<file path="config.mk">
export PLATFORM = sky130hd
export DESIGN_NAME = indexed_array_insert_erase
export DESIGN_NICKNAME = d
export VERILOG_FILES = /design/src/design/iai_pkg.sv /design/src/design/iai_ram.sv /design/src/design/iai_ctrl.sv /design/src/design/indexed_array_insert_erase.sv
export SDC_FILE = /design/constraint.sdc
export NUM_CORES = 1
export LEC_CHECK = 0
export BUFFER_PORTS_ARGS = -buffer_cell sky130_fd_sc_hd__buf_2
export CAP_MARGIN = 40
export CORE_MARGIN = 2
export CORE_UTILIZATION = 60
export CTS_CLUSTER_DIAMETER = 60
export DETAILED_ROUTE_END_ITERATION = 8
export PLACE_DENSITY = 0.77
export SYNTH_ARGS = -nofsm -noshare
export SYNTH_HDL_FRONTEND = slang
export SYNTH_SLANG_ARGS = --single-unit
export TNS_END_PERCENT = 10
</file>
<file path="constraint.sdc">
create_clock -name aclk -period 7.51 [get_ports aclk]
set_input_delay 0.3755 -clock aclk [delete_from_list [all_inputs] [get_ports aclk]]
set_output_delay 0.3755 -clock aclk [all_outputs]
set_load 0.01 [all_outputs]
</file>
<file path="src/design/iai_pkg.sv">
// ----------------------------------------------------------------------------
// Indexed array insert/erase package
// Item types, operation codes and status codes shared by the array store.
// ----------------------------------------------------------------------------
package iai_pkg;

    typedef struct packed {
        logic        [2:0]  mode;
        logic        [4:0]  position;
        logic signed [31:0] value;
    } in_item_t;

    typedef struct packed {
        logic signed [31:0] read_word;
        logic        [4:0]  count;
        logic        [1:0]  status;
    } out_item_t;

    localparam logic [2:0] MODE_APPEND = 3'd0;
    localparam logic [2:0] MODE_INSERT = 3'd1;
    localparam logic [2:0] MODE_ERASE  = 3'd2;
    localparam logic [2:0] MODE_READ   = 3'd3;
    localparam logic [2:0] MODE_WRITE  = 3'd4;
    localparam logic [2:0] MODE_CLEAR  = 3'd5;

    localparam logic [1:0] STATUS_OK   = 2'd0;
    localparam logic [1:0] STATUS_FULL = 2'd1;
    localparam logic [1:0] STATUS_BAD  = 2'd2;

endpackage

</file>
<file path="src/design/iai_ram.sv">
// ----------------------------------------------------------------------------
// Array store memory
// Single write port and single read port with registered read data.
// ----------------------------------------------------------------------------
module iai_ram #(
    parameter int DEPTH     = 16,
    parameter int WORD_BITS = 32,
    parameter int AW        = 4
) (
    input  logic                 aclk,
    input  logic                 we,
    input  logic [AW-1:0]        waddr,
    input  logic [WORD_BITS-1:0] wdata,
    input  logic                 re,
    input  logic [AW-1:0]        raddr,
    output logic [WORD_BITS-1:0] rdata
);

    logic [WORD_BITS-1:0] mem [DEPTH];
    logic [WORD_BITS-1:0] rdata_reg;

    always_ff @(posedge aclk) begin
        if (we) begin
            mem[waddr] <= wdata;
        end
    end

    always_ff @(posedge aclk) begin
        if (re) begin
            rdata_reg <= mem[raddr];
        end
    end

    assign rdata = rdata_reg;

endmodule

</file>
<file path="src/design/iai_ctrl.sv">
// ----------------------------------------------------------------------------
// Array store sequencer
// Decodes one item, checks it against the fill count and moves entries
// through the memory one per cycle for insert and erase.
// ----------------------------------------------------------------------------
module iai_ctrl import iai_pkg::*; #(
    parameter int DEPTH     = 16,
    parameter int WORD_BITS = 32,
    parameter int AW        = 4
) (
    input  logic                 aclk,
    input  logic                 aresetn,
    input  logic                 in_valid,
    output logic                 in_ready,
    input  in_item_t             in_item,
    output logic                 res_valid,
    input  logic                 res_ready,
    output out_item_t            res_item,
    output logic                 mem_we,
    output logic [AW-1:0]        mem_waddr,
    output logic [WORD_BITS-1:0] mem_wdata,
    output logic                 mem_re,
    output logic [AW-1:0]        mem_raddr,
    input  logic [WORD_BITS-1:0] mem_rdata
);

    localparam int CW   = $clog2(DEPTH + 1);
    localparam int CMPW = (CW > 5) ? CW : 5;
    localparam int XW   = (WORD_BITS > 32) ? WORD_BITS : 32;

    typedef enum logic [4:0] {
        ST_IDLE     = 5'b00001,
        ST_SHIFT_UP = 5'b00010,
        ST_PLACE    = 5'b00100,
        ST_SHIFT_DN = 5'b01000,
        ST_FINISH   = 5'b10000
    } state_t;

    state_t               state_reg, state_next;
    logic [CW-1:0]        fill_reg, fill_next;
    logic [AW-1:0]        pos_reg, pos_next;
    logic [AW-1:0]        idx_reg, idx_next;
    logic [WORD_BITS-1:0] word_reg, word_next;
    logic [1:0]           status_reg, status_next;
    logic                 rd_op_reg, rd_op_next;

    logic [CMPW-1:0]      pos_x;
    logic [CMPW-1:0]      fill_x;
    logic [CW-1:0]        fill_m1;
    logic [AW-1:0]        last_a;
    logic                 full;
    logic signed [XW-1:0] in_x;
    logic [WORD_BITS-1:0] in_word;
    logic signed [XW-1:0] rd_x;

    assign pos_x   = CMPW'(in_item.position);
    assign fill_x  = CMPW'(fill_reg);
    assign fill_m1 = fill_reg - CW'(1);
    assign last_a  = fill_m1[AW-1:0];
    assign full    = (fill_reg == CW'(DEPTH));
    assign in_x    = XW'(in_item.value);
    assign in_word = in_x[WORD_BITS-1:0];
    assign rd_x    = XW'(signed'(mem_rdata));

    always_comb begin
        state_next  = state_reg;
        fill_next   = fill_reg;
        pos_next    = pos_reg;
        idx_next    = idx_reg;
        word_next   = word_reg;
        status_next = status_reg;
        rd_op_next  = rd_op_reg;
        mem_we      = 1'b0;
        mem_waddr   = '0;
        mem_wdata   = word_reg;
        mem_re      = 1'b0;
        mem_raddr   = '0;
        res_valid   = 1'b0;
        unique case (state_reg)
            ST_IDLE: begin
                if (in_valid) begin
                    status_next = STATUS_OK;
                    rd_op_next  = 1'b0;
                    word_next   = in_word;
                    pos_next    = pos_x[AW-1:0];
                    state_next  = ST_FINISH;
                    unique case (in_item.mode)
                        MODE_APPEND: begin
                            if (full) begin
                                status_next = STATUS_FULL;
                            end else begin
                                mem_we    = 1'b1;
                                mem_waddr = fill_reg[AW-1:0];
                                mem_wdata = in_word;
                                fill_next = fill_reg + CW'(1);
                            end
                        end
                        MODE_INSERT: begin
                            if (pos_x > fill_x) begin
                                status_next = STATUS_BAD;
                            end else if (full) begin
                                status_next = STATUS_FULL;
                            end else if (pos_x == fill_x) begin
                                mem_we    = 1'b1;
                                mem_waddr = pos_x[AW-1:0];
                                mem_wdata = in_word;
                                fill_next = fill_reg + CW'(1);
                            end else begin
                                mem_re     = 1'b1;
                                mem_raddr  = last_a;
                                idx_next   = last_a;
                                state_next = ST_SHIFT_UP;
                            end
                        end
                        MODE_ERASE: begin
                            if (pos_x >= fill_x) begin
                                status_next = STATUS_BAD;
                            end else if (pos_x == CMPW'(fill_m1)) begin
                                fill_next = fill_m1;
                            end else begin
                                mem_re     = 1'b1;
                                mem_raddr  = pos_x[AW-1:0] + AW'(1);
                                idx_next   = pos_x[AW-1:0] + AW'(1);
                                state_next = ST_SHIFT_DN;
                            end
                        end
                        MODE_READ: begin
                            if (pos_x >= fill_x) begin
                                status_next = STATUS_BAD;
                            end else begin
                                mem_re     = 1'b1;
                                mem_raddr  = pos_x[AW-1:0];
                                rd_op_next = 1'b1;
                            end
                        end
                        MODE_WRITE: begin
                            if (pos_x >= fill_x) begin
                                status_next = STATUS_BAD;
                            end else begin
                                mem_we    = 1'b1;
                                mem_waddr = pos_x[AW-1:0];
                                mem_wdata = in_word;
                            end
                        end
                        MODE_CLEAR: begin
                            fill_next = '0;
                        end
                        default: begin
                        end
                    endcase
                end
            end
            ST_SHIFT_UP: begin
                mem_we    = 1'b1;
                mem_waddr = idx_reg + AW'(1);
                mem_wdata = mem_rdata;
                if (idx_reg == pos_reg) begin
                    state_next = ST_PLACE;
                end else begin
                    mem_re    = 1'b1;
                    mem_raddr = idx_reg - AW'(1);
                    idx_next  = idx_reg - AW'(1);
                end
            end
            ST_PLACE: begin
                mem_we     = 1'b1;
                mem_waddr  = pos_reg;
                mem_wdata  = word_reg;
                fill_next  = fill_reg + CW'(1);
                state_next = ST_FINISH;
            end
            ST_SHIFT_DN: begin
                mem_we    = 1'b1;
                mem_waddr = idx_reg - AW'(1);
                mem_wdata = mem_rdata;
                if (idx_reg == last_a) begin
                    fill_next  = fill_m1;
                    state_next = ST_FINISH;
                end else begin
                    mem_re    = 1'b1;
                    mem_raddr = idx_reg + AW'(1);
                    idx_next  = idx_reg + AW'(1);
                end
            end
            ST_FINISH: begin
                res_valid = 1'b1;
                if (res_ready) begin
                    state_next = ST_IDLE;
                end
            end
            default: begin
                state_next = ST_IDLE;
            end
        endcase
    end

    assign in_ready           = (state_reg == ST_IDLE);
    assign res_item.read_word = rd_op_reg ? rd_x[31:0] : 32'sd0;
    assign res_item.count     = 5'(fill_reg);
    assign res_item.status    = status_reg;

    always_ff @(posedge aclk) begin
        if (!aresetn) begin
            state_reg <= ST_IDLE;
            fill_reg  <= '0;
        end else begin
            state_reg <= state_next;
            fill_reg  <= fill_next;
        end
    end

    always_ff @(posedge aclk) begin
        pos_reg    <= pos_next;
        idx_reg    <= idx_next;
        word_reg   <= word_next;
        status_reg <= status_next;
        rd_op_reg  <= rd_op_next;
    end

endmodule

</file>
<file path="src/design/indexed_array_insert_erase.sv">
// ----------------------------------------------------------------------------
// Indexed array insert/erase
// Append, read and write do their work as the item is accepted; the result
// reaches m_item through the finish state and the output register. Clear and
// rejected items do the same. Insert at p moves each entry from p up, then
// writes p; erase at p moves each entry above p down, one entry per cycle.
// Reset clears the fill count and the handshake state; the entries are left.
// ----------------------------------------------------------------------------
module indexed_array_insert_erase import iai_pkg::*; #(
    parameter int DEPTH     = 16,
    parameter int WORD_BITS = 32
) (
    input  logic      aclk,
    input  logic      aresetn,
    input  logic      s_valid,
    output logic      s_ready,
    input  in_item_t  s_item,
    output logic      m_valid,
    input  logic      m_ready,
    output out_item_t m_item
);

    localparam int AW = (DEPTH > 1) ? $clog2(DEPTH) : 1;
    localparam logic [4:0] CNT_FULL = 5'(DEPTH);

    logic                 res_valid;
    logic                 res_ready;
    out_item_t            res_item;
    logic                 mem_we;
    logic [AW-1:0]        mem_waddr;
    logic [WORD_BITS-1:0] mem_wdata;
    logic                 mem_re;
    logic [AW-1:0]        mem_raddr;
    logic [WORD_BITS-1:0] mem_rdata;

    logic      m_valid_reg, m_valid_next;
    out_item_t m_item_reg, m_item_next;

    iai_ram #(
        .DEPTH     (DEPTH),
        .WORD_BITS (WORD_BITS),
        .AW        (AW)
    ) u_ram (
        .aclk  (aclk),
        .we    (mem_we),
        .waddr (mem_waddr),
        .wdata (mem_wdata),
        .re    (mem_re),
        .raddr (mem_raddr),
        .rdata (mem_rdata)
    );

    iai_ctrl #(
        .DEPTH     (DEPTH),
        .WORD_BITS (WORD_BITS),
        .AW        (AW)
    ) u_ctrl (
        .aclk      (aclk),
        .aresetn   (aresetn),
        .in_valid  (s_valid),
        .in_ready  (s_ready),
        .in_item   (s_item),
        .res_valid (res_valid),
        .res_ready (res_ready),
        .res_item  (res_item),
        .mem_we    (mem_we),
        .mem_waddr (mem_waddr),
        .mem_wdata (mem_wdata),
        .mem_re    (mem_re),
        .mem_raddr (mem_raddr),
        .mem_rdata (mem_rdata)
    );

    assign res_ready = !m_valid_reg || m_ready;

    always_comb begin
        m_valid_next = m_valid_reg;
        m_item_next  = m_item_reg;
        if (res_ready) begin
            m_valid_next = res_valid;
            if (res_valid) begin
                m_item_next = res_item;
            end
        end
    end

    always_ff @(posedge aclk) begin
        if (!aresetn) begin
            m_valid_reg <= 1'b0;
        end else begin
            m_valid_reg <= m_valid_next;
        end
    end

    always_ff @(posedge aclk) begin
        m_item_reg <= m_item_next;
    end

    assign m_valid = m_valid_reg;
    assign m_item  = m_item_reg;

    a_busy_no_result: assert property (@(posedge aclk) disable iff (!aresetn)
        s_ready |-> !res_valid)
        else $error("Sequencer offers a result while taking an item.");

    a_word_only_on_ok: assert property (@(posedge aclk) disable iff (!aresetn)
        m_valid |-> (m_item.status == STATUS_OK || m_item.read_word == 32'sd0))
        else $error("Non-zero word returned with a failing status.");

    a_full_count: assert property (@(posedge aclk) disable iff (!aresetn)
        (m_valid && m_item.status == STATUS_FULL) |-> (m_item.count == CNT_FULL))
        else $error("Full status returned while the store is not full.");

    a_result_loaded: assert property (@(posedge aclk) disable iff (!aresetn)
        (res_valid && res_ready) |=> (m_valid && m_item == $past(res_item)))
        else $error("Finished item not loaded into the output register.");

endmodule

</file>
==> results of run 1 <==
-- layer usage --
| layer | wire, microns | GRT usage (%) | vias up |
|---|---|---|---|
| li1 | - | - | 6437 |
| met2 | 29100 | 44.7 | 699 |
| met5 | 0 | 0 | - |
| met1 | 23600 | 36.6 | 7347 |
| met4 | 1770 | 10.1 | 0 |
| met3 | 4910 | 3.76 | 115 |
-- timing repair --
item	in CTS	in global routing
hold buffers	34	0
hold endpoints to repair	35	0
setup endpoints to repair	0	0
gates resized for setup	0	0
-- power by group through the flow --
stage / Clock (mW) / Sequential (mW) / Combinational [mW]
after floorplan: 0 / 4.15 / 0.253
after global placement: 0 / 4.15 / 0.385
after detailed placement: 0 / 4.16 / 0.399
after CTS: 2.95 / 4.08 / 0.416
after global routing: 3.08 / 4.09 / 0.455
final: 2.90 / 4.08 / 0.418
-- through the flow --
step | setup WS, ns | total power, mW | std cells
after global placement | 2.60 | 4.54 | 2103
after detailed placement | 2.51 | 4.56 | 2106
after CTS | 2.51 | 7.45 | 2252
after global routing | 2.12 | 7.62 | 2252
final | 2.43 | 7.40 | 2252
after floorplan | 1.10 | 4.40 | 1529
-- cell families after synthesis --
| kind of cell | synth area share, % |
|---|---|
| XOR/XNOR | 0.744 |
| AO/OA/AOI/OAI | 8.12 |
| buffers and inverters | 1.72 |
| flip-flops | 73.9 |
| multiplexers | 10.3 |
| adder cells (fa/ha/maj) | 0.486 |
| AND/OR/NAND/NOR | 4.67 |
-- layout make-up --
| class | instances | area [sq um] | share of cell area, % |
|---|---|---|---|
| Clock buffer | 73 | 1590 | 5.44 |
| Timing Repair Buffer | 157 | 1140 | 3.88 |
| Inverter | 12 | 45.0 | 0.154 |
| Multi-Input combinational cell | 795 | 6470 | 22.1 |
| Sequential cell | 637 | 19000 | 65.0 |
| Clock inverter | 39 | 317 | 1.08 |
| Tap cell | 539 | 674 | 2.31 |
-- layout by cell type, fill, tap and decap left out, drive strengths merged, types with 29 or more instances in the layout --
cell type and instances:
a21o 31, and2 37, clkbuf 73, mux2i 222, nand2 29, mux2 39
edfxtp 626, o2bb2ai 33, o22ai 102, a22o 32, dlygate4sd3 34, or4 32
buf 123, nor2 43
-- path summary, 6_finish.rpt --
check	from	end	cells after the start
worst max-delay path	u_ctrl.fill_reg[0]$_SDFFE_PN0P_	u_ram.rdata[18]$_DFFE_PP_	11
worst min register to register	u_ctrl.status_reg[1]$_DFFE_PP_	m_item[1]$_DFFE_PP_	0
worst min-delay path	s_item[35]	u_ctrl.pos_reg[3]$_DFFE_PP_	1
worst max register to register	u_ctrl.fill_reg[0]$_SDFFE_PN0P_	u_ram.rdata[18]$_DFFE_PP_	11
==> results.toml, run 1 <==
[sta]
fin_tns_setup_ns = 0
max_freq_mhz = 197
setup_violations = 0
rsz0062_at_grt = "no"
hold_ws_ns = 0.0715
fin_crit_ns = 5.08
finalMaxSlewViolations = 0
worstMarginPinSlew_ns = 1.04
relSlewSlack_pct = 30.5
fin_worst_skew_ns = 0.0364
final.period_utilization_pct = 67.6
hold_violations = 0

[floorplan]
start_util_pct = 61.1
dieHeight_microns = 211
row_count = 75
die_area_sq_um = 44600
ioPinCount = 85
die_x_microns = 211
core_sq_um = 42100

[power_and_ir_drop]
peakVddDrop_uv = 223
power_frac_seq_pct = 55.2
combinationalPowerShare_pct = 5.6
p_leak_nw = 9.27
power_density_nw_per_um2 = 253
p_int_mw = 5.81
swShare_pct = 21.5
p_sw_mw = 1.59
clock_power_share_pct = 39.2

[global_routing]
grt_antenna_before_repair = 1
grt_pass1_wl_mm = 87.7
grt_pass1_vias = 14300
groute.usage.overall_pct = 26.9
grt_overflow = 0
grt_max_degree = 84

[yosys]
synth.area.top_cells = "edfxtp_1 73%, mux2i_1 8.6%, o22ai_1 2.5%"
synth_ff_type = "edfxtp_1"
ys_seq_elements = 637
yosysMostFrequentCell = "edfxtp_1"
yosysSeqAreaShare_pct = 73.9
yosysWarnings = 0
synth_edf_count = 626
synth_nets = 1583
syn-mean-instance-area_sq_um = 16.8
syn_inst = 1529
synth_common_cells = "626 x edfxtp_1, 222 x mux2i_1, 102 x o22ai_1"
synth_area_sq_um = 25700
synth_cell_types = 68
synthArstFlopShare_pct = 0
synth_top_area_cell = "edfxtp_1"
synth_top_cell_area_share_pct = 73.1

[clocking]
cts_tree = "yes"
htreeDepth = 2
cts_buffers = 61
cts.sinks = 637
postCtsSetupBuffers = 0
clock-root-buffer = "clkbuf_16"
clk_pin_slew_worst_paths_ns = 0.06
clock_latency_ns = 0.64
cts_buffer_depth = 3

[placed_design]
hpwlAfterDp_mm = 30.9
place.port_buffers = 84
gp_congestion = 0.931
postPlaceCellArea_sq_um = 27000

[setup_path]
slowest_stage = "a222oi_1"
cp-start-kind = "register"
crit_buf_inv = 2
arrival_ns = 5.42
cpPeakStageDelay_ns = 0.80
cp_data_required_time_ns = 7.85
path_cells = "inv_1 -> ha_1 -> o21ba_1 -> a221oi_1 -> o2111a_1 -> o21ai_1 -> a222oi_1 -> nand3b_1 -> buf_4 -> o22ai_1 -> or4_1"
path_class = "register to register"
r2r_slack_ns = 2.43
cpLargestDelayFamily = "compound AO/OA/AOI/OAI gates"
crit_path_end_kind = "register"
cp_max_fo = 20

[hold_path]
hold_path_class = "primary input to register"

[final_layout]
syn2layout_area_growth_pct = 13.7
n_fill_cell = 2635
final_util_pct = 69.4
num_antenna_cells = 0
fin_nets = 1718
fin_area_sq_um = 29300
largest_reg_flops = 512
drive_gt1_share_pct = 16.5

[detailed_routing]
wl_per_cell_microns = 26.3
wirelength_mm = 59.3
dr.first_iter.drc_count = 1456
drc = 0
ant_nets = 0
vias = 14600
vias_per_cell = 6.48
firstDrtPassIters = 7

[flow_run]
cap_violations = 0

[outcome]
outcome = "completed"
Note: power is estimated with default switching activity, not from simulation.
==> inputs of run 2 (changes only) <==
--- a/config.mk
+++ b/config.mk
@@ -8,10 +8,10 @@
 export BUFFER_PORTS_ARGS = -buffer_cell sky130_fd_sc_hd__buf_2
 export CAP_MARGIN = 40
 export CORE_MARGIN = 2
-export CORE_UTILIZATION = 60
+export CORE_UTILIZATION = 56
 export CTS_CLUSTER_DIAMETER = 60
 export DETAILED_ROUTE_END_ITERATION = 8
-export PLACE_DENSITY = 0.77
+export PLACE_DENSITY = 0.76
 export SYNTH_ARGS = -nofsm -noshare
 export SYNTH_HDL_FRONTEND = slang
 export SYNTH_SLANG_ARGS = --single-unit
==> constraint.sdc (replaced) <==
create_clock -name aclk -period 4.4 [get_ports aclk]
set_input_delay 0.22 -clock aclk [delete_from_list [all_inputs] [get_ports aclk]]
set_output_delay 0.22 -clock aclk [all_outputs]
set_load 0.01 [all_outputs]
==> run 2 against run 1 <==
Compared with the run above:
- clock-buffer cell count increased by 1
- clock skew is 0.016 ns lower
- sequential share of layout area decreased by 1.7 points
- die area increased by 7.0%
- combinational power rose by 80%
- sequential power increased by 71%
- register-to-register slack worse by 2.1 ns
- total power rose by 77%
- clock power up 86%
==> results.toml, run 2 (synthesized netlist as in run 1, its figures left out) <==
[clocking]
clock-root-buffer = "clkbuf_16"
cts_resized = 0
cts.sinks = 637
clk_pin_slew_worst_paths_ns = 0.06
cts_buffer_depth = 3
cts_buffers = 61
clock_latency_ns = 0.63
cts_tree = "yes"
htreeDepth = 2

[sta]
fin_crit_ns = 4.09
fin_tns_setup_ns = 0
finalMaxSlewViolations = 0
rsz0062_at_grt = "no"
relSlewSlack_pct = 45.0
hold_ws_ns = 0.158
setup_violations = 0
max_freq_mhz = 244
fin_worst_skew_ns = 0.0204
final.period_utilization_pct = 93.0
hold_violations = 0
worstMarginPinSlew_ns = 0.812

[detailed_routing]
wl_per_cell_microns = 26.2
vias_per_cell = 6.27
wirelength_mm = 61.5
vias = 14700
dr.first_iter.drc_count = 1328
drc = 0
firstDrtPassIters = 5
ant_nets = 0

[final_layout]
syn2layout_area_growth_pct = 16.8
drive_gt1_share_pct = 17.7
fin_nets = 1750
fin_area_sq_um = 30100
final_util_pct = 66.2
n_fill_cell = 3006
num_antenna_cells = 0
final_common_cell = "edfxtp_1"
layout_common_cells = "626 x edfxtp_1, 222 x mux2i_1, 102 x o22ai_1"
largest_reg_flops = 512

[flow_run]
cap_violations = 0

[floorplan]
dieHeight_microns = 218
row_count = 78
core_sq_um = 45400
ioPinCount = 85
die_area_sq_um = 47700
die_x_microns = 218
start_util_pct = 56.7

[setup_path]
path_class = "register to register"
cp-start-kind = "register"
crit_path_end_kind = "register"
worst_r2r_path_depth = 10
cp_data_required_time_ns = 4.76
arrival_ns = 4.45
cp_max_fo = 26

[power_and_ir_drop]
p_leak_nw = 9.60
power_density_nw_per_um2 = 436
combinationalPowerShare_pct = 5.7
p_int_mw = 10.3
clock_power_share_pct = 41.1
p_sw_mw = 2.77
power_frac_seq_pct = 53.1
p_total_mw = 13.1
peakVddDrop_uv = 324
swShare_pct = 21.1

[outcome]
outcome = "completed"

[hold_path]
hold_path_class = "primary input to register"
whs_path_depth = 2

[global_routing]
groute.usage.overall_pct = 25.9
grt_max_degree = 50
grt_overflow = 0
grt_pass1_vias = 14900
grt_antenna_before_repair = 0
grt_pass1_wl_mm = 90.6

[placed_design]
place.port_buffers = 84
postPlaceCellArea_sq_um = 27500
hpwlAfterDp_mm = 33.2
gp_congestion = 0.899
## run 2: changes by cell type in the layout (fill, tap and decap cells not counted), sizes merged
| cell | previous run | this run |
|---|---|---|
| clkbuf | 73 | 74 |
| inv | 15 | 16 |
| buf | 123 | 149 |
| clkinvlp | 7 | 4 |
| clkinv | 26 | 22 |
| bufinv | 3 | 10 |
| dlygate4sd3 | 34 | 40 |
## run 2: repair_timing
action	CTS	global route
buffers inserted	0	3
hold buffers	40	0
endpoints found under the setup margin	0	31
hold endpoints to repair	42	0
## run 2: cell type report
type                    count  area [sq um]  share of cell area (%)
clock buffers              74          1600                    5.31
inverters                  12          45.0                   0.150
multi-input cells         795          6470                    21.5
flip-flops and latches    637         19000                    63.3
clock inverters            40           488                    1.62
repair buffers            189          1690                    5.62
well taps                 600           751                    2.50
## run 2: worst max-delay path, cell delays in order, from the launching register on
cell and delay (ns):
dfxtp_1 0.39, or3_1 0.49, o311ai_0 0.58, o31a_1 0.36
nor2_1 0.19, o2bb2ai_4 0.32, buf_12 0.27, buf_12 0.24
mux2_2 0.35, o2bb2ai_1 0.11, or4_1 0.47
## run 2: worst paths after layout
path,slack (ns),from,end
min reg2reg,0.42,u_ctrl.status_reg[0]$_DFFE_PP_,m_item[0]$_DFFE_PP_
min,0.16,s_item[39],u_ctrl.status_reg[1]$_DFFE_PP_
max reg2reg,0.31,u_ctrl.fill_reg[1]$_SDFFE_PN0P_,u_ram.rdata[18]$_DFFE_PP_
max,0.31,u_ctrl.fill_reg[1]$_SDFFE_PN0P_,u_ram.rdata[18]$_DFFE_PP_
## run 2: power groups by stage
stage               clock, mW  combinational, mW  sequential (mW)
CTS                      5.47              0.740             6.97
floorplan                   0              0.433             7.08
detailed placement          0              0.709             7.09
global route             5.70              0.814             6.97
finish                   5.39              0.752             6.96
global placement            0              0.678             7.09
## run 2: per-stage QoR
| stage | cells | worst slack (ns) |
|---|---|---|
| CTS | 2343 | 0.170 |
| floorplan | 1529 | -0.141 |
| finish | 2347 | 0.306 |
| detailed placement | 2189 | 0.225 |
| global placement | 2189 | 0.465 |
| global route | 2347 | 0.196 |
## run 2: layer usage
layer	GRT usage [%]	routed length [microns]	up-vias
met3	4.13	4450	148
li1	-	-	6489
met5	0	0	-
met2	43.5	30500	645
met4	11.0	2250	0
met1	33.8	24300	7427
==> inputs of run 3 (changes only) <==
--- a/config.mk
+++ b/config.mk
@@ -5,6 +5,7 @@
 export SDC_FILE = /design/constraint.sdc
 export NUM_CORES = 1
 export LEC_CHECK = 0
+export ABC_AREA = 1
 export BUFFER_PORTS_ARGS = -buffer_cell sky130_fd_sc_hd__buf_2
 export CAP_MARGIN = 40
 export CORE_MARGIN = 2
==> run 3 against run 2 <==
Compared with the run above:
- cell area up 9.1%
- sequential share of layout area down 5.3 points
- flip-flop and latch count unchanged
- synthesized cell count up 80%
- final cell count up 53%
- clock skew up 0.0071 ns
- via count up 42%
- sequential power up 9.1%
- register-to-register slack better by 0.35 ns
- utilization down 1.1 points
- highest routed layer unchanged
==> results.toml, run 3 <==
[yosys]
yosysSeqAreaShare_pct = 66.3
synth_area_sq_um = 28700
synth.area.top_cells = "edfxtp_1 66%, nand3_1 11%, nand2_1 7.7%"
synthAdderAreaFrac_pct = 0.436
synth_top_cell_area_share_pct = 65.5
synth_top_family_by_area = "simple AND/OR/NAND/NOR gates"
ys_seq_elements = 637
synth_cell_types = 39
synth_compound_area_share_pct = 3.00
yosysMostFrequentCell = "edfxtp_1"
syn_inst = 2746
syn-mean-instance-area_sq_um = 10.4
yosys.area_share.simple_pct = 21.5
synth_top_area_cell = "edfxtp_1"
synth-xor-area-share_pct = 0.336
synthMuxAreaShare_pct = 0
synth_ff_type = "edfxtp_1"
synth_common_cells = "626 x edfxtp_1, 610 x nand3_1, 586 x nand2_1"
synth_edf_count = 626
synthArstFlopShare_pct = 0
yosysWarnings = 0
synth_nets = 2800

[setup_path]
startpoint = "u_ctrl.fill_reg[3]$_SDFFE_PN0P_"
arrival_ns = 4.04
r2r-end = "u_ram.mem[7][10]$_DFFE_PP_"
path_class = "register to register"
endpoint = "u_ram.mem[7][10]$_DFFE_PP_"
cp_max_fo = 13
r2r_slack_ns = 0.66
cp-start-kind = "register"
crit_path_end_kind = "register"
worst_r2r_path_depth = 16
cp_data_required_time_ns = 4.70
timing.rr.start = "u_ctrl.fill_reg[3]$_SDFFE_PN0P_"

[final_layout]
n_fill_cell = 3635
multi_input_area_sq_um = 7460
layout_common_cells = "626 x edfxtp_1, 608 x nand3_1, 585 x nand2_1"
drive_gt1_share_pct = 10.4
final_common_cell = "edfxtp_1"
seqCellArea_sq_um = 19000
syn2layout_area_growth_pct = 14.4
largest_reg_flops = 512
fin_nets = 2931

[sta]
rsz0062_at_grt = "no"
fin_worst_skew_ns = 0.0275
fin_tns_setup_ns = 0
relSlewSlack_pct = 38.1
finalMaxSlewViolations = 0
max_freq_mhz = 267
worstMarginPinSlew_ns = 0.925
fin_crit_ns = 3.74
final.period_utilization_pct = 85.1
hold_violations = 0
finalWorstSetupSlack_ns = 0.656
setup_violations = 0

[placed_design]
place_ws_ns = 0.674
hpwlAfterDp_mm = 43.9
place.port_buffers = 84
gp_congestion = 0.931

[power_and_ir_drop]
p_leak_nw = 13.4
peakVddDrop_uv = 357
power_density_nw_per_um2 = 468

[floorplan]
core_sq_um = 50400
ioPinCount = 85
row_count = 82
dieHeight_microns = 230
start_util_pct = 56.9
die_area_sq_um = 53000
die_x_microns = 230

[flow_run]
cap_violations = 0

[clocking]
clock-root-buffer = "clkbuf_16"
clk_pin_slew_worst_paths_ns = 0.06
cts_buffers = 66
cts.sinks = 637
clock_latency_ns = 0.60
cts_buffer_depth = 3
htreeDepth = 3
postCtsSetupBuffers = 0
cts_tree = "yes"
ctsHoldBuffers = 38
cts_resized = 0

[outcome]
outcome = "completed"

[global_routing]
grt_antenna_before_repair = 1
grt_pass1_vias = 20100
grt_max_degree = 118
grt_overflow = 0
grt_pass1_wl_mm = 116
groute.usage.overall_pct = 28.7

[detailed_routing]
wirelength_mm = 76.0
vias_per_cell = 5.81
vias = 20900
ant_nets = 0
drc = 0
wl_per_cell_microns = 21.1
dr.first_iter.drc_count = 2998
firstDrtPassIters = 6

[hold_path]
hold_path_class = "primary input to register"
## run 3: cell families (layout without fill, tap and decap cells)
logic type | Yosys count | in the layout
AND/OR/NAND/NOR | 1348 | 1348
flip-flops | 637 | 637
buffers and inverters | 599 | 777
AO/OA/AOI/OAI | 141 | 141
XOR/XNOR | 11 | 11
adder cells (fa/ha/maj) | 10 | 10
other | 0 | 2
## run 3: critical path, cell delays in order, from the launching register on
cell and delay (ns):
dfxtp_1 0.43, inv_1 0.15, ha_1 0.30, nand2_1 0.09, nor2_1 0.06, nand2_1 0.13, inv_1 0.10, nor2_4 0.20
inv_1 0.13, o21ai_0 0.17, inv_1 0.10, o22ai_1 0.18, a21oi_1 0.10, o21ai_0 0.21, nand2_1 0.37, nor2_4 0.49
buf_12 0.22
## run 3: stage by stage
step           std cells  util (%)  instance area (sq um)  power, mW  hold slack (ns)
4_1_cts             3596      65.1                  32800       15.4           0.0833
3_5_place_dp        3443      60.3                  30400       9.99            0.413
6_report            3598      65.1                  32800       15.4            0.114
3_3_place_gp        3440      60.2                  30300       9.93            0.414
2_1_floorplan       2746         -                  28700       9.03            0.319
5_1_grt             3596      65.1                  32800       15.9            0.136
## run 3: report_power, final
group | switching, mW | internal, mW | total [mW]
sequential | 0.101 | 7.49 | 7.59
clock | 2.30 | 3.10 | 5.40
combinational | 1.75 | 0.621 | 2.37
## run 3: layout make-up
| type | instances | area share, % |
|---|---|---|
| multi-input combinational | 1510 | 22.7 |
| inverter | 447 | 5.11 |
| tap | 672 | 2.56 |
| antenna | 2 | 0.0153 |
| clock buffer | 82 | 5.28 |
| timing repair buffer | 215 | 5.33 |
| clock inverter | 33 | 0.988 |
| sequential | 637 | 58.0 |
## run 3: per-layer routing
metal | global-route usage, % | vias to the layer above | wire [microns]
li1 | - | 9536 | -
met1 | 39.0 | 9859 | 29200
met2 | 46.1 | 1292 | 35700
met3 | 4.99 | 213 | 8390
met4 | 11.8 | 0 | 2700
met5 | 0 | - | 0
## run 3: how the worst min path moves through the flow
| stage | depth (start not counted) | start | end | slack [ns] |
|---|---|---|---|---|
| after detailed placement | 0 | u_ctrl.status_reg[1]$_DFFE_PP_ | m_item[1]$_DFFE_PP_ | 0.41 |
| after CTS | 4 | s_item[39] | u_ctrl.fill_reg[0]$_SDFFE_PN0P_ | 0.08 |
| after floorplan | 0 | s_item[32] | u_ctrl.pos_reg[0]$_DFFE_PP_ | 0.32 |
| after global routing | 4 | s_item[39] | u_ctrl.fill_reg[0]$_SDFFE_PN0P_ | 0.14 |
| after global placement | 1 | s_item[3] | u_ctrl.word_reg[3]$_DFFE_PP_ | 0.41 |
| final | 4 | s_item[39] | u_ctrl.fill_reg[0]$_SDFFE_PN0P_ | 0.11 |
